## config.mk

```make
export PLATFORM = sky130hd
export DESIGN_NAME = uart_rx_ring_with_case_fold_top
export DESIGN_NICKNAME = d
export VERILOG_FILES = /design/src/hdl/urxrcf_pkg.sv /design/src/hdl/uart_rx_ring_with_case_fold_top.sv
export SDC_FILE = /design/constraint.sdc
export NUM_CORES = 1
export LEC_CHECK = 0
export BUFFER_PORTS_ARGS = -buffer_cell sky130_fd_sc_hd__buf_2
export CORE_MARGIN = 2
export CORE_UTILIZATION = 59
export DETAILED_ROUTE_END_ITERATION = 8
export GPL_TIMING_DRIVEN = 0
export PLACE_DENSITY = 0.76
export SLEW_MARGIN = 0
export SYNTH_ARGS = -nofsm -noshare
export SYNTH_HDL_FRONTEND = slang
export SYNTH_SLANG_ARGS = --single-unit
```

## constraint.sdc

```tcl
create_clock -name clk -period 5.4 [get_ports clk]
set_input_delay 1.08 -clock clk [delete_from_list [all_inputs] [get_ports clk]]
set_output_delay 1.08 -clock clk [all_outputs]
set_load 0.01 [all_outputs]
```

## src/hdl/urxrcf_pkg.sv

```systemverilog
`timescale 1ns / 1ps

package urxrcf_pkg;

  localparam int RING_DEPTH = 32;
  localparam int IDX_W      = $clog2(RING_DEPTH);

  localparam logic [1:0] MODE_PASS  = 2'd0;
  localparam logic [1:0] MODE_SWAP  = 2'd1;
  localparam logic [1:0] MODE_UPPER = 2'd2;

  localparam logic [7:0] CH_UPPER_A = 8'h41;
  localparam logic [7:0] CH_UPPER_Z = 8'h5A;
  localparam logic [7:0] CH_LOWER_A = 8'h61;
  localparam logic [7:0] CH_LOWER_Z = 8'h7A;
  localparam logic [7:0] CASE_DELTA = 8'd32;

  typedef struct packed {
    logic       break_released;
    logic       break_clear;
    logic       char_ready;
    logic [7:0] char_value;
  } result_t;

  function automatic logic [7:0] fold_case(input logic [1:0] mode, input logic [7:0] c);
    logic is_upper;
    logic is_lower;
    logic [7:0] res;
    is_upper = (c inside {[CH_UPPER_A:CH_UPPER_Z]});
    is_lower = (c inside {[CH_LOWER_A:CH_LOWER_Z]});
    res = c;
    case (mode)
      MODE_SWAP: begin
        if (is_upper) res = c + CASE_DELTA;
        else if (is_lower) res = c - CASE_DELTA;
      end
      MODE_UPPER: begin
        if (is_lower) res = c - CASE_DELTA;
      end
      default: res = c;
    endcase
    return res;
  endfunction

  function automatic logic [IDX_W-1:0] next_idx(input logic [IDX_W-1:0] i);
    logic [IDX_W-1:0] res;
    if (i == IDX_W'(RING_DEPTH - 1)) res = '0;
    else res = i + IDX_W'(1);
    return res;
  endfunction

endpackage

```

## src/hdl/uart_rx_ring_with_case_fold_top.sv

```systemverilog
`timescale 1ns / 1ps

// channel | direction | handshake          | payload
// in_     | input     | in_valid/in_stall  | line_break, byte_valid, rx_byte, enable, take_char
// out_    | output    | out_valid/out_stall| break_released, break_clear, char_ready, char_value
// cfg_    | input     | cfg_valid/cfg_ready| case_mode (2 bits)
//
// One item per cycle while in_stall is low; each result is registered.
// Ring push, pop and case fold are done in the accept cycle against the ring flops.
// A two-entry output buffer (output register plus skid) lets an item in while a
// result waits; in_stall rises only when both entries are full.
// Synchronous active-low reset empties ring and hold slot and sets case_mode to 0.
module uart_rx_ring_with_case_fold_top (
  input  logic       clk,
  input  logic       rst_n,
  input  logic       in_valid,
  output logic       in_stall,
  input  logic       in_line_break,
  input  logic       in_byte_valid,
  input  logic [7:0] in_rx_byte,
  input  logic       in_enable,
  input  logic       in_take_char,
  output logic       out_valid,
  input  logic       out_stall,
  output logic       out_break_released,
  output logic       out_break_clear,
  output logic       out_char_ready,
  output logic [7:0] out_char_value,
  input  logic       cfg_valid,
  output logic       cfg_ready,
  input  logic [1:0] cfg_case_mode
);

  localparam int IDX_W = urxrcf_pkg::IDX_W;

  logic [7:0]       ring_r [urxrcf_pkg::RING_DEPTH];
  logic [IDX_W-1:0] rd_idx_r, rd_idx_nxt;
  logic [IDX_W-1:0] wr_idx_r, wr_idx_nxt;
  logic             slot_full_r, slot_full_nxt;
  logic [7:0]       slot_char_r, slot_char_nxt;
  logic             break_seen_r;
  logic [1:0]       case_mode_r;

  urxrcf_pkg::result_t out_r, skid_r, res_nxt;
  logic                out_valid_r, skid_valid_r;

  logic             accept;
  logic             out_pop;
  logic             slot_kept;
  logic             push;
  logic             pop;
  logic [IDX_W-1:0] wr_adv;
  logic [IDX_W-1:0] rd_adv;
  logic [7:0]       pop_byte;

  assign cfg_ready = 1'b1;
  assign in_stall  = skid_valid_r;
  assign accept    = in_valid & ~skid_valid_r;
  assign out_pop   = out_valid_r & ~out_stall;

  always_comb begin
    slot_kept  = slot_full_r & ~in_take_char;
    wr_adv     = urxrcf_pkg::next_idx(wr_idx_r);
    push       = in_enable & in_byte_valid & (wr_adv != rd_idx_r);
    wr_idx_nxt = push ? wr_adv : wr_idx_r;
    rd_adv     = urxrcf_pkg::next_idx(rd_idx_r);
    pop        = in_enable & ~slot_kept & (wr_idx_nxt != rd_idx_r);
    rd_idx_nxt = pop ? rd_adv : rd_idx_r;
    // byte pushed into an empty ring is popped in the same item if the hold slot is free
    pop_byte   = (push && rd_adv == wr_idx_nxt) ? in_rx_byte : ring_r[rd_adv];
    slot_char_nxt = pop ? urxrcf_pkg::fold_case(case_mode_r, pop_byte) : slot_char_r;
    slot_full_nxt = slot_kept | pop;

    res_nxt.break_released = ~in_line_break & break_seen_r;
    res_nxt.break_clear    = in_line_break;
    res_nxt.char_ready     = slot_full_nxt;
    res_nxt.char_value     = slot_full_nxt ? slot_char_nxt : 8'd0;
  end

  always_ff @(posedge clk) begin
    if (accept && push) begin
      ring_r[wr_adv] <= in_rx_byte;
    end
  end

  always_ff @(posedge clk) begin
    if (!rst_n) begin
      rd_idx_r     <= '0;
      wr_idx_r     <= '0;
      slot_full_r  <= 1'b0;
      slot_char_r  <= 8'd0;
      break_seen_r <= 1'b0;
      case_mode_r  <= urxrcf_pkg::MODE_PASS;
    end else begin
      if (cfg_valid && cfg_ready) case_mode_r <= cfg_case_mode;
      if (accept) begin
        rd_idx_r     <= rd_idx_nxt;
        wr_idx_r     <= wr_idx_nxt;
        slot_full_r  <= slot_full_nxt;
        slot_char_r  <= slot_char_nxt;
        break_seen_r <= in_line_break;
      end
    end
  end

  // output register with skid entry
  always_ff @(posedge clk) begin
    if (!rst_n) begin
      out_valid_r  <= 1'b0;
      skid_valid_r <= 1'b0;
    end else begin
      if (!out_valid_r || out_pop) begin
        out_valid_r  <= skid_valid_r | accept;
        skid_valid_r <= 1'b0;
      end else if (accept) begin
        skid_valid_r <= 1'b1;
      end
    end
  end

  always_ff @(posedge clk) begin
    if (!out_valid_r || out_pop) begin
      out_r <= skid_valid_r ? skid_r : res_nxt;
    end else if (accept) begin
      skid_r <= res_nxt;
    end
  end

  assign out_valid          = out_valid_r;
  assign out_break_released = out_r.break_released;
  assign out_break_clear    = out_r.break_clear;
  assign out_char_ready     = out_r.char_ready;
  assign out_char_value     = out_r.char_value;

endmodule

```

==> run_results.csv <==
group,metric,value,unit
timing,relSlewSlack,0.247,
global_route,grt_overflow,0,
power,power,0.00520,W
worst_setup_path,slowest_stage,"clkbuf_1",
global_route,grt_max_degree,37,
clock_network,h-tree-depth,1,
worst_setup_path,crit_type,"flop to flop",
clock_network,root_buffer,"clkbuf_16",
clock_network,clk-insertion-delay-late,0.57,ns
logic_synthesis,synth.distinct_cells,81,
logic_synthesis,synth_seq_area_share,0.654,
logic_synthesis,synth_area,0.0135,mm^2
route,drc_errors,0,
global_route,grt_use_total,0.316,
worst_setup_path,cpPeakStageDelay,0.61,ns
worst_setup_path,critPathCaptureType,"flop",
route,wire_per_inst,27.8,um
floorplan,start_util,0.598,
worst_setup_path,worstPathCellList,"ha_1, clkbuf_1, clkbuf_1, clkbuf_1, nand4_1, a32o_1, mux2i_1, nor2_1, a21oi_2, inv_1, ha_1, inv_1, o221ai_1, a31oi_2, nor4_1, o21ai_1, a41oi_1",
floorplan,fp-row-count,55,
timing,clock_skew,0.0193,ns
timing,slew_violations,0,
final_layout,final_common_cell,"edfxtp_1",
timing,max_freq,189,MHz
floorplan,die_area,0.0241,mm^2
worst_setup_path,start_kind,"flop",
worst_setup_path,critPathMostFrequentCell,"clkbuf_1",
route,antenna_left,0,
placed_design,portBuffers,31,
floorplan,coreArea,0.0226,mm^2
power,p_leak,5.27,nW
route,finalWirelength,37600,um
worst_setup_path,crit_buf_inv,5,
placed_design,dp.cells,1293,
timing,period_needed,5.28,ns
clock_network,clkTransAtPathRegs,0.06,ns
floorplan,die_y,155,um
route,via_per_inst,6.78,
final_layout,design_area,0.0151,mm^2
logic_synthesis,avgSynthCellArea,13.8,um^2
worst_setup_path,crit_fanout,10,
worst_setup_path,arrival,5.54,ns
clock_network,clk_path_buf_depth,3,
placed_design,post-dp-hpwl,24500,um
timing,period_share,0.978,
worst_setup_path,critical_path.top_delay_family,"buffers and inverters",
clock_network,cts.sinks,302,
final_layout,fin_nets,1073,
min_path,hp-class,"flop to flop",
final_layout,syn_to_final_growth,11.8,%
global_route,antenna_found_initial,0,
logic_synthesis,yosys_most_used_dff,"edfxtp_1",
route,drt_iter0_markers,1385,
power,p_per_area,345,mW/mm^2
placed_design,gp_congestion,0.975,
logic_synthesis,async_flop_share,0,
final_layout,stdcell_count,1351,
global_route,grt_pass1_vias,8921,
floorplan,die_w,155,um
timing,hold_viol,0,
logic_synthesis,yosys_warnings,0,
run,drv.max_cap_violation_count,0,
timing,setup_violations,0,
final_layout,final_cell_mix,"278 x edfxtp_1, 84 x nand2_1, 76 x nor2_1, 69 x mux2i_1, 50 x buf_2",
logic_synthesis,synth_edf_count,278,
status,status,"completed",
worst_setup_path,cp.required,5.66,ns
power,ir_drop,305,uV
timing,worst_pin_slew,1.12,ns
floorplan,ios,33,
clock_network,cts_buffers,30,
logic_synthesis,synth-seq-cells,302,
final_layout,num_antenna_cells,0,
route,vias,9157,
final_layout,drive_gt1_frac,0.161,
logic_synthesis,synthCells,977,
logic_synthesis,syn_nets,1008,
timing,grt_setup_unrepaired,"false",
global_route,grt_pass1_wl,55300,um
placed_design,placed_cell_area,0.0140,mm^2
clock_network,cts_tree,"done",
route,first_pass_iters,7,
-- registers in the layout (all words and copies together), names as in the netlist, 2 cells and up --
name / flops
wr_idx_r: 5
rd_idx_r: 5
ring_r: 256
skid_r: 11
out_char_value: 8
case_mode_r: 2
slot_char_r: 8
-- final cells by class --
type / count / area [um^2]
Multi-Input combinational cell: 595 / 4330
Sequential cell: 302 / 8830
Timing Repair Buffer: 34 / 178
Buffer: 59 / 307
Clock buffer: 32 / 758
Clock inverter: 24 / 248
Fill cell: 1633 / 7480
Tap cell: 285 / 357
Inverter: 20 / 75.1
-- logic make-up (layout without fill, tap and decap cells) --
kind of cell	count (synthesis)	count (layout)	synth area share
xor+xnor	19	19	0.0148
mux	100	100	0.0876
buf+inv	80	169	0.0274
flops	302	302	0.654
simple gates	281	281	0.102
other cells	1	1	0.000278
fa+ha+maj	12	12	0.0111
compound gates	182	182	0.102
-- metal layers --
| metal | global-route usage | routed length [um] | vias to the layer above |
|---|---|---|---|
| li1 | - | - | 3930 |
| met5 | 0 | 0 | - |
| met3 | 0.0758 | 4550 | 150 |
| met1 | 0.422 | 14000 | 4462 |
| met2 | 0.488 | 17000 | 615 |
| met4 | 0.166 | 2120 | 0 |
-- cell usage after synthesis (all sizes together) (8+ instances only) --
cell type | n | area (um^2)
mux2i | 70 | 713
a221oi | 21 | 184
or3 | 8 | 50.1
inv | 20 | 75.1
a21oi | 22 | 114
o211ai | 10 | 75.1
nor2b | 24 | 150
nand2 | 84 | 315
a2111oi | 14 | 123
o21a | 16 | 128
dfxtp | 24 | 480
mux4 | 11 | 248
clkbuf | 27 | 101
xnor2 | 13 | 129
mux2 | 19 | 221
o21ai | 23 | 115
edfxtp | 278 | 8350
and3 | 8 | 55.1
nand3 | 26 | 130
nor2 | 78 | 312
ha | 12 | 150
buf | 33 | 193
nand4 | 8 | 50.1
nor3 | 9 | 50.1
nor3b | 9 | 67.6
-- worst min-delay path, cell delays in order (launching register included) --
cell      delay, ns
dfxtp_1        0.30
nand2_1        0.04
a21boi_0       0.06
-- metrics by stage --
stage | hold slack (ns) | utilization | setup WS (ns) | TNS (ns)
CTS | 0.461 | 0.666 | 0.0208 | 0
global placement | 0.449 | 0.620 | -0.311 | -1.56
global route | 0.509 | 0.668 | 0.0400 | 0
floorplan | 0.439 | - | 0.766 | 0
detailed placement | 0.452 | 0.620 | -0.407 | -2.34
finish | 0.458 | 0.668 | 0.117 | 0
-- repair_timing --
action / CTS / global route
pin swaps: 1 / 0
setup endpoints to repair: 9 / 9
hold buffers: 0 / 0
gates resized for setup: 6 / 22
buffers inserted: 3 / 0
-- where the power goes --
part	internal, W	switching [W]
Combinational	0.000169	0.000337
Sequential	0.00258	0.00000956
Clock	0.00121	0.000889
-- worst paths after layout --
kind | from | cells after the start | endpoint | slack [ns]
hold reg to reg | slot_full_r | 2 | slot_full_r | 0.46
hold / removal | slot_full_r | 2 | slot_full_r | 0.46
setup / recovery | rd_idx_r[1] | 17 | out_char_value[7] | 0.12
setup reg to reg | rd_idx_r[1] | 17 | out_char_value[7] | 0.12
Note: power is estimated with default switching activity, not from simulation.
